==> src/rtl/core/dci_pkg.sv <==
package dci_pkg;

   localparam int MAX_ROWS_DEF = 32;
   localparam int SPAN_LIMIT = 8;
   localparam int DEPTH_W = 16;
   localparam int ROW_W = 6;
   localparam int SPAN_W = 4;
   localparam int SUM_W = 24;
   localparam int CNT_W = 8;
   localparam int FIFO_DEPTH = 4;

   localparam logic CSR_SPAN = 1'b0;
   localparam logic CSR_THRESH = 1'b1;

   typedef struct packed {
      logic [15:0] depth_in;
      logic        end_of_column;
   } req_word_type;

   typedef struct packed {
      logic [15:0] depth_out;
      logic [5:0]  row_index;
      logic        last_of_column;
   } rsp_word_type;

   // Word handed from the front to the back through the queue.
   typedef struct packed {
      logic [15:0] depth;
      logic        last;
      logic        keep;
   } entry_type;

endpackage

==> src/rtl/core/dci_front.sv <==
module dci_front
   import dci_pkg::*;
#(
   parameter int MAX_ROWS = MAX_ROWS_DEF
) (
   input  logic         clock,
   input  logic         reset,
   input  logic         req_valid,
   output logic         req_stall,
   input  req_word_type req_word,
   input  logic         q_stall,
   output logic         q_valid,
   output entry_type    q_word
);

   localparam int CW = $clog2(MAX_ROWS + 1);

   logic [CW-1:0] count_ff, count_in;
   logic          acc;

   // Rows beyond the store are marked so the back drops them.
   assign req_stall = q_stall;
   assign q_valid   = req_valid;
   assign acc       = req_valid && !q_stall;
   always_comb begin
      q_word.depth = req_word.depth_in;
      q_word.last  = req_word.end_of_column;
      q_word.keep  = (count_ff < CW'(MAX_ROWS));
      count_in     = count_ff;
      if (acc) begin
         if (req_word.end_of_column) count_in = '0;
         else if (q_word.keep) count_in = count_ff + 1'b1;
      end
   end

   always_ff @(posedge clock) begin
      if (reset) count_ff <= '0;
      else count_ff <= count_in;
   end

endmodule

==> src/rtl/core/dci_queue.sv <==
module dci_queue
   import dci_pkg::*;
(
   input  logic      clock,
   input  logic      reset,
   input  logic      in_valid,
   output logic      in_stall,
   input  entry_type in_word,
   output logic      out_valid,
   input  logic      out_take,
   output entry_type out_word
);

   localparam int AW = $clog2(FIFO_DEPTH);

   entry_type     slots_ff [FIFO_DEPTH];
   logic [AW-1:0] wp_ff, rp_ff;
   logic [AW:0]   fill_ff, fill_in;
   logic          push, pop;

   assign in_stall  = (fill_ff == (AW+1)'(FIFO_DEPTH));
   assign out_valid = (fill_ff != '0);
   assign out_word  = slots_ff[rp_ff];
   assign push      = in_valid && !in_stall;
   assign pop       = out_take && out_valid;
   always_comb fill_in = fill_ff + (AW+1)'(push) - (AW+1)'(pop);

   always_ff @(posedge clock) begin
      if (reset) begin
         wp_ff <= '0;
         rp_ff <= '0;
         fill_ff <= '0;
      end else begin
         if (push) wp_ff <= wp_ff + 1'b1;
         if (pop) rp_ff <= rp_ff + 1'b1;
         fill_ff <= fill_in;
      end
   end

   always_ff @(posedge clock) begin
      if (push) slots_ff[wp_ff] <= in_word;
   end

endmodule

==> src/rtl/core/dci_back.sv <==
module dci_back
   import dci_pkg::*;
#(
   parameter int MAX_ROWS = MAX_ROWS_DEF
) (
   input  logic              clock,
   input  logic              reset,
   input  logic              q_valid,
   output logic              q_take,
   input  entry_type         q_word,
   input  logic [SPAN_W-1:0] span_cfg,
   input  logic [15:0]       thresh_cfg,
   output logic              rsp_valid,
   input  logic              rsp_stall,
   output rsp_word_type      rsp_word
);

   localparam int AW = $clog2(MAX_ROWS);
   localparam int CW = $clog2(MAX_ROWS + 1);

   localparam logic [2:0] ST_LOAD = 3'd0;
   localparam logic [2:0] ST_ROW  = 3'd1;
   localparam logic [2:0] ST_UP   = 3'd2;
   localparam logic [2:0] ST_DN   = 3'd3;
   localparam logic [2:0] ST_DIV  = 3'd4;
   localparam logic [2:0] ST_OUT  = 3'd5;
   localparam logic [2:0] ST_OWT  = 3'd6;

   logic [15:0]   mem [MAX_ROWS];
   logic [15:0]   rd_ff;
   logic [AW-1:0] rd_addr;
   logic          wr_en;
   logic [AW-1:0] wr_addr;
   logic [15:0]   wr_data;

   logic [2:0]    st_ff, st_in;
   logic [CW-1:0] n_ff, n_in;
   logic [CW-1:0] r_ff, r_in;
   logic [3:0]    i_ff, i_in, j_ff, j_in;
   logic [3:0]    span_ff, span_in;
   logic [15:0]   up_ff, up_in;
   logic          pend_ff, pend_in;
   logic [SUM_W-1:0] sum_ff, sum_in;
   logic [CNT_W-1:0] cnt_ff, cnt_in;
   logic [SUM_W-1:0] quo_ff, quo_in, rem_ff, rem_in;
   logic [4:0]    dstep_ff, dstep_in;
   logic          ov_ff, ov_in;
   rsp_word_type  ow_ff, ow_in;

   logic [3:0]    i_nxt, j_nxt;
   logic [CW:0]   up_one, up_nxt, dn_one, dn_nxt;
   logic [16:0]   gap;
   logic [SUM_W:0] trial;

   // Neighbour rows are formed from the registered offsets only.
   always_comb begin
      gap = (up_ff > rd_ff) ? {1'b0, up_ff - rd_ff} : {1'b0, rd_ff - up_ff};
      i_nxt = i_ff + 1'b1;
      j_nxt = j_ff + 1'b1;
      up_one = {1'b0, r_ff} - (CW+1)'(1);
      up_nxt = {1'b0, r_ff} - (CW+1)'(i_nxt);
      dn_one = {1'b0, r_ff} + (CW+1)'(1);
      dn_nxt = {1'b0, r_ff} + (CW+1)'(j_nxt);
      trial = {1'b0, rem_ff[SUM_W-2:0], quo_ff[SUM_W-1]};
   end

   always_comb begin
      st_in = st_ff; n_in = n_ff; r_in = r_ff; i_in = i_ff; j_in = j_ff;
      span_in = span_ff; up_in = up_ff; pend_in = 1'b0; sum_in = sum_ff;
      cnt_in = cnt_ff; quo_in = quo_ff; rem_in = rem_ff; dstep_in = dstep_ff;
      ov_in = ov_ff; ow_in = ow_ff;
      q_take = 1'b0; wr_en = 1'b0; wr_addr = r_ff[AW-1:0]; wr_data = q_word.depth;
      rd_addr = r_ff[AW-1:0];
      if (ov_ff && !rsp_stall) ov_in = 1'b0;
      unique case (st_ff)
         ST_LOAD: begin
            q_take = 1'b1;
            if (q_valid) begin
               if (q_word.keep) begin
                  wr_en = 1'b1;
                  wr_addr = n_ff[AW-1:0];
               end
               n_in = n_ff + CW'(q_word.keep);
               if (q_word.last) begin
                  st_in = ST_ROW;
                  r_in = '0;
                  span_in = (span_cfg > 4'(SPAN_LIMIT)) ? 4'(SPAN_LIMIT) : span_cfg;
               end
            end
         end
         ST_ROW: begin
            // rd_ff holds the row itself in the next cycle
            if (!pend_ff) begin
               pend_in = 1'b1;
               rd_addr = r_ff[AW-1:0];
            end else if (rd_ff != 16'd0) begin
               st_in = ST_OUT;
            end else begin
               sum_in = '0; cnt_in = '0; i_in = 4'd1;
               if (span_ff < 4'd2 || r_ff == '0) st_in = ST_DIV;
               else begin
                  st_in = ST_UP;
                  rd_addr = up_one[AW-1:0];
               end
            end
         end
         ST_UP: begin
            up_in = rd_ff;
            j_in = 4'd1;
            st_in = ST_DN;
            if (dn_one >= (CW+1)'(n_ff) || rd_ff == 16'd0) begin
               // no lower neighbour or empty upper: next offset
               i_in = i_nxt;
               if (i_nxt >= span_ff || (CW+1)'(i_nxt) > (CW+1)'(r_ff)) st_in = ST_DIV;
               else st_in = ST_UP;
               rd_addr = up_nxt[AW-1:0];
            end else rd_addr = dn_one[AW-1:0];
         end
         ST_DN: begin
            if (rd_ff != 16'd0 && gap < {1'b0, thresh_cfg}) begin
               sum_in = sum_ff + SUM_W'(up_ff) + SUM_W'(rd_ff);
               cnt_in = cnt_ff + CNT_W'(2);
            end
            j_in = j_nxt;
            if (j_nxt < span_ff && dn_nxt < (CW+1)'(n_ff)) begin
               rd_addr = dn_nxt[AW-1:0];
            end else begin
               i_in = i_nxt;
               if (i_nxt >= span_ff || (CW+1)'(i_nxt) > (CW+1)'(r_ff)) st_in = ST_DIV;
               else begin
                  st_in = ST_UP;
                  rd_addr = up_nxt[AW-1:0];
               end
            end
         end
         ST_DIV: begin
            // restoring division, one quotient bit a cycle
            if (cnt_ff == '0) begin
               st_in = ST_OUT;
            end else if (dstep_ff == '0) begin
               quo_in = sum_ff; rem_in = '0;
               dstep_in = 5'd1;
            end else begin
               quo_in = {quo_ff[SUM_W-2:0], 1'b0};
               rem_in = trial[SUM_W-1:0];
               if (trial >= (SUM_W+1)'(cnt_ff)) begin
                  rem_in = trial[SUM_W-1:0] - SUM_W'(cnt_ff);
                  quo_in[0] = 1'b1;
               end
               dstep_in = dstep_ff + 1'b1;
               if (dstep_ff == 5'(SUM_W)) begin
                  dstep_in = '0;
                  wr_en = 1'b1;
                  wr_addr = r_ff[AW-1:0];
                  wr_data = quo_in[15:0];
                  st_in = ST_OUT;
               end
            end
         end
         ST_OUT: begin
            rd_addr = r_ff[AW-1:0];
            st_in = ST_OWT;
         end
         ST_OWT: begin
            if (!ov_ff || !rsp_stall) begin
               ov_in = 1'b1;
               ow_in.depth_out = rd_ff;
               ow_in.row_index = 6'(r_ff);
               ow_in.last_of_column = (r_ff + 1'b1 == n_ff);
               r_in = r_ff + 1'b1;
               if (r_in == n_ff) begin
                  st_in = ST_LOAD;
                  n_in = '0;
               end else st_in = ST_ROW;
            end
         end
         default: st_in = ST_LOAD;
      endcase
   end

   always_ff @(posedge clock) begin
      if (wr_en) mem[wr_addr] <= wr_data;
      rd_ff <= mem[rd_addr];
   end

   always_ff @(posedge clock) begin
      if (reset) begin
         st_ff <= ST_LOAD; n_ff <= '0; ov_ff <= 1'b0; pend_ff <= 1'b0;
         dstep_ff <= '0; r_ff <= '0;
      end else begin
         st_ff <= st_in; n_ff <= n_in; ov_ff <= ov_in; pend_ff <= pend_in;
         dstep_ff <= dstep_in; r_ff <= r_in;
      end
   end

   always_ff @(posedge clock) begin
      i_ff <= i_in; j_ff <= j_in; span_ff <= span_in; up_ff <= up_in;
      sum_ff <= sum_in; cnt_ff <= cnt_in; quo_ff <= quo_in; rem_ff <= rem_in;
      ow_ff <= ow_in;
   end

   assign rsp_valid = ov_ff;
   assign rsp_word  = ow_ff;

   a_take_load: assert property (@(posedge clock) disable iff (reset)
      q_take |-> st_ff == ST_LOAD) else $error("queue read outside load");
   a_hold: assert property (@(posedge clock) disable iff (reset)
      (ov_ff && rsp_stall) |=> ov_ff && $stable(ow_ff)) else $error("result lost");
   a_rows: assert property (@(posedge clock) disable iff (reset)
      n_ff <= CW'(MAX_ROWS)) else $error("row count overflow");

endmodule

==> src/rtl/core/depth_column_inpaint.sv <==
// A column is emitted after its flagged word; an empty row takes longer than a
// nonzero row, its time set by the shared store read port and the bit-serial divider.
// Input words are written to the store while the back is in its load state.
// Throughput: one column at a time; input continues into the queue until it is full.
// Reset: synchronous, active high; clears control and restores span 5, threshold 256.
module depth_column_inpaint
   import dci_pkg::*;
#(
   parameter int MAX_ROWS = MAX_ROWS_DEF
) (
   input  logic         clock,
   input  logic         reset,
   input  logic         req_valid,
   output logic         req_stall,
   input  req_word_type req_word,
   output logic         rsp_valid,
   input  logic         rsp_stall,
   output rsp_word_type rsp_word,
   input  logic         csr_valid,
   output logic         csr_ready,
   input  logic         csr_index,
   input  logic [15:0]  csr_data
);

   logic [SPAN_W-1:0] span_ff;
   logic [15:0]       thresh_ff;
   logic              fq_valid, fq_stall, bq_valid, bq_take;
   entry_type         fq_word, bq_word;

   assign csr_ready = 1'b1;
   always_ff @(posedge clock) begin
      if (reset) begin
         span_ff <= SPAN_W'(5);
         thresh_ff <= 16'd256;
      end else if (csr_valid) begin
         unique case (csr_index)
            CSR_SPAN:   span_ff <= csr_data[SPAN_W-1:0];
            CSR_THRESH: thresh_ff <= csr_data;
            default: ;
         endcase
      end
   end

   dci_front #(.MAX_ROWS(MAX_ROWS)) u_front (
      .clock, .reset, .req_valid, .req_stall, .req_word,
      .q_stall(fq_stall), .q_valid(fq_valid), .q_word(fq_word));

   dci_queue u_queue (
      .clock, .reset, .in_valid(fq_valid), .in_stall(fq_stall), .in_word(fq_word),
      .out_valid(bq_valid), .out_take(bq_take), .out_word(bq_word));

   dci_back #(.MAX_ROWS(MAX_ROWS)) u_back (
      .clock, .reset, .q_valid(bq_valid), .q_take(bq_take), .q_word(bq_word),
      .span_cfg(span_ff), .thresh_cfg(thresh_ff),
      .rsp_valid, .rsp_stall, .rsp_word);

endmodule
==> config.mk <==
export PLATFORM = sky130hd
export DESIGN_NAME = depth_column_inpaint
export DESIGN_NICKNAME = d
export VERILOG_FILES = /design/src/rtl/core/dci_pkg.sv /design/src/rtl/core/dci_front.sv /design/src/rtl/core/dci_queue.sv /design/src/rtl/core/dci_back.sv /design/src/rtl/core/depth_column_inpaint.sv
export SDC_FILE = /design/constraint.sdc
export NUM_CORES = 1
export LEC_CHECK = 0
export BUFFER_PORTS_ARGS = -buffer_cell sky130_fd_sc_hd__buf_4
export CAP_MARGIN = 25
export CORE_MARGIN = 2
export CORE_UTILIZATION = 45
export CTS_CLUSTER_DIAMETER = 120
export DETAILED_ROUTE_END_ITERATION = 10
export SLEW_MARGIN = 15
export SYNTH_ARGS = -nofsm -noshare
export SYNTH_HDL_FRONTEND = slang
export SYNTH_SLANG_ARGS = --single-unit
export TNS_END_PERCENT = 10
==> constraint.sdc <==
create_clock -name clock -period 6.2 [get_ports clock]
set_input_delay 1.24 -clock clock [delete_from_list [all_inputs] [get_ports clock]]
set_output_delay 1.24 -clock clock [all_outputs]
set_load 0.02 [all_outputs]
* After elaboration in Yosys (flattened, before gate mapping) *
Memory sizes are Yosys's and may differ from the RTL's. A register that Yosys moved wholly into a read port is not among the register bits.
Cells that the tools add are included.

storage, ports and cells
  register bits = 185
  RAM bits = 584
  input port bits = 39
  output and inout bits = 26
  logic and storage cells = 190
  memories kept = 2

memory list
  memory            words  width  read ports  clocked after Yosys merged registers in  wr ports  line             text
  u_back.mem        32     16     1           1                                        1         dci_back.sv:29   logic [15:0] mem [MAX_ROWS];
  u_queue.slots_ff  4      18     1           1                                        1         dci_queue.sv:16  entry_type slots_ff [FIFO_DEPTH];

cells by class
  add/subtract/negate cells = 20
  order comparisons = 11
  equality and inequality tests = 20
  multiplexer cells = 75
  bitwise gates (word level) = 3
  reduce and logical (&&, ||, !) cells = 36

operators by type and width
  kind                                                            number
  24-bit 2-to-1 mux                                               4
  16-bit 2-to-1 mux                                               5
  5-bit 2-to-1 mux                                                11
  24-bit by 16-bit adder with 24-bit output                       2
  6-bit 2-to-1 mux                                                8
  24-bit case mux with 2 select lines                             1
  3-bit 2-to-1 mux                                                12
  16-bit subtractor                                               2
  24-bit by 8-bit greater-or-equal comparator with 1-bit output   1
  8-bit 2-to-1 mux                                                3
  6-bit case mux with 2 select lines                              2
  23-bit 2-to-1 mux                                               1
  23-bit by 8-bit subtractor with 23-bit output                   1
  3-bit case mux with 7 select lines                              1
  17-bit by 16-bit less-than comparator with 1-bit output         1
  16-bit greater-than comparator                                  1
  16-bit zero test                                                1
  1-bit 2-to-1 mux                                                16
  4-bit 2-to-1 mux                                                4
  8-bit case mux with 2 select lines                              1
  16-bit nonzero test                                             1
  5-bit case mux with 3 select lines                              1
  6-bit by 1-bit adder with 6-bit output (second input constant)  2
  3-bit == test (second input constant)                           4
  47 further kinds                                                79

* Depth between registers and ports, before layout *
Gate-level depths: netlist (run 1).

  depth in word-level cells = 7
  depth in mapped cells = 23
  mapped depth without buffers = 20

* Cells and area by module *
Synthesis (run 1) repeated with hierarchy kept, for this count alone.

unflattened totals
  cells, all modules = 2379
  area, all modules = 35878.2 um^2

modules (own cells, without submodules)
  module                instances  cells each  area each (um^2)  sequential area each (um^2)
  dci_back              1          2092        31453.9           20009.2
  dci_queue             1          143         3106.7            2342.2
  depth_column_inpaint  1          91          870.8             400.4
  dci_front             1          53          446.7             120.1

* Worst setup path after synthesis (run 1) *
No wires, ideal clock.

  path kind = reg-to-reg
  start point = register u_back.up_ff[11]
  end point = register u_back.cnt_ff[1] (enable)
  library setup time = 0.438 ns
  arrival time = 5.959 ns
  data required time = 5.762 ns
  slack = -0.197 ns
  cell stages (with the launch flop) = 23
  buffers on the path = 4
  clock period less this slack = 6.397 ns
  cells stage by stage = edfxtp_1 -> inv_1 -> ha_1 -> clkbuf_1 -> and4_1 -> and3_1 -> a31oi_1 -> a21oi_1 -> buf_2 -> buf_1 -> buf_1 -> mux2_2 -> ha_1 -> a21boi_0 -> o21a_1 -> o21a_1 -> o21a_1 -> o21a_1 -> o21ai_0 -> nand2b_1 -> a21oi_1 -> o211ai_1 -> a31oi_1

between the ends
  word-level cells in the longest chain between the ends = 6
  elaborated cells between the ends (all ways) = 8
  classes of those cells = add/sub: 2; order compare: 2; eq/ne: 1; mux: 1; reduce/logical: 2

ends and longest elaborated chain
  what                                                                 line             text
  start, declared                                                      dci_back.sv:41   logic [15:0] up_ff, up_in;
  start signal, assigned                                               dci_back.sv:197  i_ff <= i_in; j_ff <= j_in; span_ff <= span_in; up_ff <= up_in;
  16-bit subtractor or 16-bit greater-than comparator (tied branches)  dci_back.sv:57   gap = (up_ff > rd_ff) ? {1'b0, up_ff - rd_ff} : {1'b0, rd_ff - up_ff};
  16-bit 2-to-1 mux *                                                  dci_back.sv:57
  17-bit by 16-bit less-than comparator with 1-bit output *            dci_back.sv:120  if (rd_ff != 16'd0 && gap < {1'b0, thresh_cfg}) begin
  1-bit logical AND *                                                  dci_back.sv:120
  2-bit by 1-bit inequality test with 1-bit output (no line) *         n/a
  4-bit AND reduction (no line) *                                      n/a
  end signal, assigned                                                 dci_back.sv:198  sum_ff <= sum_in; cnt_ff <= cnt_in; quo_ff <= quo_in; rem_ff <= rem_in;
  end, declared                                                        dci_back.sv:44   logic [CNT_W-1:0] cnt_ff, cnt_in;

Every way passes the cells marked *; elsewhere a longest branch is shown, timed or not.
A chain may end at the register's enable or synchronous reset.

* Worst setup path after layout (run 1) *
  start point = register u_back.rd_ff[1] (read register of u_back.mem)
  end point = register u_back.sum_ff[0] (enable)

between the ends
  word-level cells in the longest chain between the ends = 6
  elaborated cells between the ends (all ways) = 10
  classes of those cells = add/sub: 2; order compare: 2; eq/ne: 2; mux: 1; reduce/logical: 3

ends and longest elaborated chain
  what                                                                 line             text
  start, declared                                                      dci_back.sv:30   logic [15:0] rd_ff;
  16-bit subtractor or 16-bit greater-than comparator (tied branches)  dci_back.sv:57
  16-bit 2-to-1 mux                                                    dci_back.sv:57
  17-bit by 16-bit less-than comparator with 1-bit output              dci_back.sv:120
  1-bit logical AND                                                    dci_back.sv:120
  2-bit by 1-bit inequality test with 1-bit output (no line)           n/a
  4-bit AND reduction (no line) *                                      n/a
  end signal, assigned                                                 dci_back.sv:198
  end, declared                                                        dci_back.sv:43   logic [SUM_W-1:0] sum_ff, sum_in;

Marked as above.

==> results of run 1 <==
[layout make-up]
cell class | instances | area (um2) | share of cell area
clock buffers | 115 | 2440 | 0.0601
clock inverters | 42 | 459 | 0.0113
flip-flops and latches | 786 | 22900 | 0.563
inverters | 114 | 428 | 0.0105
repair buffers | 142 | 1130 | 0.0278
diodes | 2 | 5.00 | 0.000123
multi-input cells | 1497 | 12000 | 0.294
well taps | 1050 | 1310 | 0.0324
[power groups by stage]
stage | registers (mW) | clock network (mW) | logic, mW
final | 6.99 | 5.18 | 4.05
after CTS | 6.97 | 5.27 | 4.07
after global placement | 7.07 | 0 | 3.95
after global routing | 7.01 | 5.49 | 4.46
after detailed placement | 7.08 | 0 | 4.05
after floorplan | 6.88 | 0 | 2.68
[sequential cells by signal (all words and copies together), names as in the netlist, 7 cells and up, named ones only]
register / cells
thresh_ff: 16
u_back.cnt_ff: 7
u_back.mem: 512
u_back.quo_ff: 24
u_back.rd_ff: 16
u_back.rem_ff: 23
u_back.rsp_word: 23
u_back.sum_ff: 24
u_back.up_ff: 16
u_queue.slots_ff: 72
[per-layer routing]
layer	part of all wire	vias up	routed length [um]	global-route usage
met1	0.42	10800	38500	0.298
met2	0.48	671	43900	0.367
li1	-	9775	-	-
met4	0.045	0	4160	0.100
met3	0.058	180	5280	0.0364
met5	0	-	0	0
[cell families after synthesis]
family                   count (synthesis)  share of synthesized area
XOR/XNOR                                75                     0.0184
other                                    1                   0.000105
buffers and inverters                  228                     0.0278
multiplexers                           340                      0.109
flip-flops                             786                      0.640
adder cells (fa/ha/maj)                138                     0.0529
AND/OR/NAND/NOR                        514                     0.0715
AO/OA/AOI/OAI                          429                     0.0801
[critical path, cell delays in order (launching register included)]
cell	delay, ps
dfxtp_1	650
inv_1	160
fa_1	470
a211oi_1	360
o21ai_0	200
a31oi_1	210
a21oi_2	100
buf_4	230
mux2_2	290
a221oi_1	550
o21ai_0	190
a21o_1	230
a21oi_1	200
xnor2_1	170
ha_1	270
nor2b_1	130
nor4b_1	220
o21ai_0	200
a31oi_4	170
buf_4	410
[path summary, 6_finish.rpt]
path | slack (ps) | end | start | cells after the start
worst max-delay path | 380 | u_back.sum_ff[0] | u_back.rd_ff[1] | 19
worst max register to register | 380 | u_back.sum_ff[0] | u_back.rd_ff[1] | 19
worst min-delay path | 460 | thresh_ff[2] | thresh_ff[2] | 2
worst min register to register | 460 | thresh_ff[2] | thresh_ff[2] | 2
[synth_stat cells (17+ instances only)]
library cell  count  share of area
o22ai_1          53         0.0093
buf_2            26         0.0036
nor3_1           30         0.0042
inv_1           114          0.012
a21o_1           38         0.0080
a211oi_1         17         0.0036
clkbuf_1         61         0.0064
nor2b_1          25         0.0044
o21ai_0          50         0.0070
mux2i_1         131          0.037
nand2_1         127          0.013
xnor2_1          43          0.011
ha_1            116          0.041
dfxtp_1          73          0.041
mux2_2          162          0.051
edfxtp_1        713           0.60
mux4_2           18          0.011
nand3_1          33         0.0046
a32oi_1          18         0.0044
mux2_1           18         0.0057
and4_1           21         0.0051
nor2_1          155          0.016
fa_1             22          0.012
xor2_1           32         0.0078
a21oi_1          99          0.014
a22oi_1          38         0.0080
nand2b_1         21         0.0037
==> metrics.md, run 1 <==
| Metric | Value |
|---|---|
| Setup violators final | 0 |
| Initial core utilization | 0.453 |
| Worst hold slack | 460 ps |
| Psw | 5.01 mW |
| Vias in the first global route | 21600 |
| Placed Area | 37700 um2 |
| Die ar. | 81700 um2 |
| Final Critical Period | 5820 ps |
| Synth Flop Type | edfxtp_1 |
| F_max | 172 MHz |
| Final period util | 0.938 |
| Area Growth Syn to Fin | 13.6% |
| Fill cells | 6647 |
| First-pass GRT wire length | 137000 um |
| Pleak | 13.9 nW |
| DP Cell Count | 3589 |
| PortBufs | 63 |
| Cells after synthesis | 2511 |
| Final hold vios | 0 |
| Power Dens Cells | 399 nW/um2 |
| Clock latency on the worst-skew pair | 640 ps |
| Clk slew on worst S/H paths | 60 ps |
| Resized Gates After CTS | 0 |
| Synth async-reset ratio | 0 |
| Layout cells sized above 1 | 0.183 |
| Post-synthesis cell area | 35700 um2 |
| DP HPWL | 60700 um |
| Pre-CTS setup slack | 482 ps |
| Final core occ | 0.515 |
| Seq/Total Area, Yosys | 0.640 |
| Sw Ratio | 0.309 |
| Synth warn | 0 |
| Mean Syn Cell Area | 14.2 um2 |
| Total power | 16.2 mW |
| Critical setup path kind | flip-flop to flip-flop |
| Root Buffer | clkbuf_16 |
| Number of distinct library cells after synthesis | 80 |
| Sequential power share | 0.431 |
| Min setup slack post-route | 384 ps |
| Clk_skew | 35.8 ps |
| GRT Total Usage | 0.225 |
| Die H | 286 um |
| Most used cells in the layout excluding fill and tap cells | edfxtp_1 (713), mux2_2 (162), nor2_1 (155) |
| RSZ-0062 raised after global routing | false |
| GP Congestion | 0.896 |
| Wirelength, routed | 91800 um |
| Antenna-violating nets left | 0 |
| Number of nets in the layout | 2804 |
| Iteration-0 DRC Markers | 1897 |
| WL/cell | 24.5 um |
| Slew @ Worst Pin | 1020 ps |
| Design area | 40600 um2 |
| WP data arrival | 6080 ps |
| Required time worst endpoint | 6470 ps |
| # hold bufs at CTS | 0 |
| Max_cap viols | 0 |
| CTS sink cnt | 786 |
| CTS tree | yes |
| Slew Viols, Final | 0 |
| Core box area | 78900 um2 |
| Outcome | complete, no violations |
| Clock buffer depth | 3 |
| Die X | 286 um |
| CP endpoint kind | flip-flop |
| Maximum VDD drop | 0.000252 V |
| Startpoint Class | flip-flop |
| Int Pwr | 11.2 mW |
| FF+latch count, synth | 786 |
| Site Rows | 103 |
| Initial antenna violation count | 1 |
| Most common cell after layout, fill and taps aside | edfxtp_1 |
| Global route overflow | 0 |
| Clk pwr share | 0.319 |
| CP max FO | 31 |
| Drt first pass iters | 7 |
| Avg Vias per Cell | 5.71 |
| Non-filler instance count after layout | 3748 |
| CTS Buf Count | 86 |
| I/O pin count | 65 |
| Gate power share | 0.250 |
| Vias | 21400 |
| Postcts setup bufs | 0 |
| Hold WC Path Type | flip-flop to flip-flop |
| Post-route DRC | 0 |
| Htree depth | 3 |
| Setup TNS | 0 ps |
| Post-synth EDFFs | 713 |
| Syn Nets | 2688 |
| Largest net degree at the start of global routing | 69 |
| Rel. slew slack | 0.322 |
Note: power is estimated with default switching activity, not from simulation.
==> run 2, diff against run 1 <==
--- a/config.mk
+++ b/config.mk
@@ -14,5 +14,6 @@
 export SLEW_MARGIN = 15
 export SYNTH_ARGS = -nofsm -noshare
 export SYNTH_HDL_FRONTEND = slang
+export SYNTH_HIERARCHICAL = 1
 export SYNTH_SLANG_ARGS = --single-unit
 export TNS_END_PERCENT = 10
==> metrics.md, run 2 <==
| Metric | Value |
|---|---|
| CTS sink cnt | 786 (unchanged) |
| Largest regs | u_back/mem x512, u_queue/slots_ff x72 (was u_back.mem x512, u_queue.slots_ff x72) |
| Layout cells sized above 1 | 0.199 (was 0.183) |
| Max reg flops | 512 (unchanged) |
| Most numerous cell in the Yosys netlist | edfxtp_1 (unchanged) |
| CP max FO | 24 (was 31) |
| Critical setup path kind | flip-flop to flip-flop (unchanged) |
| DP HPWL | 56600 um (was 60700 um) |
| Synth warn | 6 (was 0) |
| Crit path top cell by count | nand2b_1 (was o21ai_0) |
| Hold path start | thresh_ff[3] (was thresh_ff[2]) |
| Sequential cell area | 22900 um2 (unchanged) |
| Initial antenna violation count | 2 (was 1) |
| WL/cell | 24.0 um (was 24.5 um) |
| F_max | 172 MHz (about the same) |
| Most common cell after layout, fill and taps aside | edfxtp_1 (unchanged) |
| Initial core utilization | 0.454 (was 0.453) |
| RSZ-0062 raised after global routing | false (unchanged) |
| CP delay by family, top | compound AO/OA/AOI/OAI gates (unchanged) |
| Mean Syn Cell Area | 15.1 um2 (was 14.2 um2) |
| I/O pin count | 65 (unchanged) |
| Fill cells | 6515 (was 6647) |
| Worst R2R Path Depth | 17 (was 19) |
| Htree depth | 3 (unchanged) |
| Clock buffer depth | 3 (unchanged) |
| WP data arrival | 6270 ps (was 6080 ps) |
| Rel. slew slack | 0.237 (was 0.322) |
| Antenna-violating nets left | 0 (unchanged) |
| Die H | 286 um (about the same) |
| Die ar. | 82000 um2 (was 81700 um2) |
| Gate power share | 0.348 (was 0.250) |
| Post-synthesis cell area | 35900 um2 (was 35700 um2) |
| Clk pwr share | 0.273 (was 0.319) |
| Synth Flop Type | edfxtp_1 (unchanged) |
| Clock latency on the worst-skew pair | 650 ps (was 640 ps) |
| Syn Nets | 2556 (was 2688) |
| Slew Viols, Final | 0 (unchanged) |
| CP endpoint kind | flip-flop (unchanged) |
| R2R setup slack | 390 ps (was 380 ps) |
| Hold endpoint | thresh_ff[3] (was thresh_ff[2]) |
| Pleak | 14.2 nW (was 13.9 nW) |
| Clk_skew | 39.4 ps (was 35.8 ps) |
| Die X | 286 um (about the same) |
| Slowest stage delay, CP | 690 ps (was 650 ps) |
| Number of nets in the layout | 2661 (was 2804) |
| Placed Area | 37600 um2 (was 37700 um2) |
| PortBufs | 63 (unchanged) |
| Vias in the first global route | 20600 (was 21600) |
| Required time worst endpoint | 6660 ps (was 6470 ps) |
| Final hold vios | 0 (unchanged) |
| FF+latch count, synth | 786 (unchanged) |
| Most used cells in the layout excluding fill and tap cells | edfxtp_1 (713), nor2_1 (159), buf_4 (136) (was edfxtp_1 (713), mux2_2 (162), nor2_1 (155)) |
| Sw Ratio | 0.337 (was 0.309) |
| Iteration-0 DRC Markers | 1755 (was 1897) |
| Outcome | complete, no violations (unchanged) |
| Wirelength, routed | 86600 um (was 91800 um) |
| Core box area | 79000 um2 (was 78900 um2) |
| Area Growth Syn to Fin | 12.8% (was 13.6%) |
| Number of distinct library cells after synthesis | 92 (was 80) |
| Vias | 20600 (was 21400) |
| Setup TNS | 0 ps (unchanged) |
| First-pass GRT wire length | 130000 um (was 137000 um) |
| Clk slew on worst S/H paths | 60 ps (about the same) |
| WHS Path Cells | 2 (unchanged) |
| # hold bufs at CTS | 0 (unchanged) |
| Drt first pass iters | 5 (was 7) |
| Slew @ Worst Pin | 1150 ps (was 1020 ps) |
| Sequential power share | 0.379 (was 0.431) |
| Final Critical Period | 5810 ps (was 5820 ps) |
| Design area | 40500 um2 (was 40600 um2) |
| Post-synth top cells | edfxtp_1 (713), nor2_1 (162), ha_1 (116) (was edfxtp_1 (713), mux2_2 (162), nor2_1 (155)) |
| Setup violators final | 0 (unchanged) |
| CTS Buf Count | 84 (was 86) |
| Number of diodes | 0 (was 2) |
| Area of the multi-input gates | 11800 um2 (was 12000 um2) |
| Worst r2r src | u_back/r_ff[1] (was u_back.rd_ff[1]) |
| Largest cells by area after synthesis | edfxtp_1 (60%), mux4_2 (5.6%), dfxtp_1 (4.1%) (was edfxtp_1 (60%), mux2_2 (5.1%), dfxtp_1 (4.1%)) |
| Post-synth EDFFs | 713 (unchanged) |
| GRT Total Usage | 0.213 (was 0.225) |
| Hold WC Path Type | flip-flop to flip-flop (unchanged) |
| Seq/Total Area, Yosys | 0.637 (was 0.640) |
| Slowest CP cell | dfxtp_1 (unchanged) |
| Final period util | 0.937 (was 0.938) |
| Top-area cell type share of the netlist area | 0.597 (was 0.599) |
| Site Rows | 103 (unchanged) |
| Avg Vias per Cell | 5.71 (about the same) |
| GP Congestion | 0.896 (unchanged) |
| Largest net degree at the start of global routing | 58 (was 69) |
| Root Buffer | clkbuf_16 (unchanged) |
| Crit Reg-Reg Endpoint | u_back/rd_ff[9] (was u_back.sum_ff[0]) |
| Cells after synthesis | 2379 (was 2511) |
| Post-route DRC | 0 (unchanged) |
| Power Dens Cells | 456 nW/um2 (was 399 nW/um2) |
| Worst-path cell chain | inv_1 > fa_1 > nand2b_1 > nand2b_1 > a21oi_1 > xnor2_1 > ha_1 > a21o_1 > a2111oi_4 > nand3_1 > o221ai_1 > o31a_4 > buf_12 > mux2i_1 > mux2_2 > o22a_1 > a211oi_2 (was inv_1 > fa_1 > a211oi_1 > o21ai_0 > a31oi_1 > a21oi_2 > buf_4 > mux2_2 > a221oi_1 > o21ai_0 > a21o_1 > a21oi_1 > xnor2_1 > ha_1 > nor2b_1 > nor4b_1 > o21ai_0 > a31oi_4 > buf_4) |
| Startpoint Class | flip-flop (unchanged) |
| Max_cap viols | 0 (unchanged) |
| Dominant cell type by area after synthesis | edfxtp_1 (unchanged) |
| Psw | 6.22 mW (was 5.01 mW) |
| Maximum VDD drop | 0.000286 V (was 0.000252 V) |
| Synth async-reset ratio | 0 (unchanged) |
| CTS tree | yes (unchanged) |
| CP bufs+invs | 2 (was 3) |
| Global route overflow | 0 (unchanged) |
| Largest register by flop count | u_back/mem (was u_back.mem) |
| Int Pwr | 12.2 mW (was 11.2 mW) |
run 2: cell count changes after synthesis, sizes merged, moves of 19 or more:
cell and change:
a22oi -33, and4 -19, buf +31, mux2 -115, mux2i -24, mux4 +80
nand2 -37, nand3 +27, o21ai -21, o22ai -20
run 2: worst max path at each step:
stage / from / to / slack (ps) / cells past startpoint
6_report: u_back/r_ff[1] / u_back/rd_ff[9] / 390 / 17
5_1_grt: u_back/r_ff[1] / u_back/rd_ff[9] / 30 / 16
4_1_cts: u_back/r_ff[1] / u_back/rd_ff[9] / 120 / 17
3_5_place_dp: u_back/r_ff[1] / u_back/rd_ff[9] / 170 / 17
3_3_place_gp: u_back/r_ff[1] / u_back/rd_ff[9] / 170 / 17
2_1_floorplan: u_back/rd_ff[10] / u_back/cnt_ff[1] / 640 / 23
run 2: layer usage:
layer | global-route usage | vias to the layer above | share of wire
met1 | 0.298 | 10400 | 0.44
met5 | 0 | - | 0
met4 | 0.0757 | 0 | 0.033
met3 | 0.0295 | 160 | 0.051
met2 | 0.343 | 630 | 0.48
li1 | - | 9330 | -
run 2: area by class of cell:
type / instances / area share
clock inverter: 44 / 0.0119
tap: 1050 / 0.0325
inverter: 118 / 0.0109
timing repair buffer: 146 / 0.0297
sequential: 786 / 0.565
clock buffer: 110 / 0.0576
multi-input combinational: 1348 / 0.292
run 2: cells by family (layout without fill, tap and decap cells):
group           after synthesis  in the layout  synth area share
compound gates              368            368            0.0738
mux                         281            281             0.116
flops                       786            786             0.637
xor+xnor                     73             73            0.0178
simple gates                487            487            0.0674
fa+ha+maj                   138            138            0.0527
other cells                   1              1          0.000105
buf+inv                     245            418            0.0346
run 2: power groups by stage:
stage | logic [mW] | clock network [mW] | registers [mW]
final | 6.41 | 5.04 | 6.99
after global routing | 7.02 | 5.36 | 7.02
after CTS | 6.46 | 5.16 | 6.98
after detailed placement | 6.44 | 0 | 7.10
after global placement | 6.35 | 0 | 7.09
after floorplan | 4.68 | 0 | 6.92
run 2: repair_timing:
item | in CTS | in global routing
resized for setup | 0 | 1
endpoints found under the setup margin | 0 | 1
setup buffers | 0 | 0
run 2: tightest hold or removal path, stage by stage (launching register included):
cell      delay (ps)
dfxtp_1          310
nand2b_1          60
mux2i_1           60
run 2: through the flow:
stage	util	hold WS (ps)	power, mW	worst slack (ps)	cells
4_1_cts	0.512	478	18.6	116	3600
6_report	0.512	472	18.4	391	3602
2_1_floorplan	-	403	11.6	643	2379
3_5_place_dp	0.476	464	13.5	168	3446
3_3_place_gp	0.476	460	13.4	170	3445
5_1_grt	0.512	496	19.4	32.4	3602
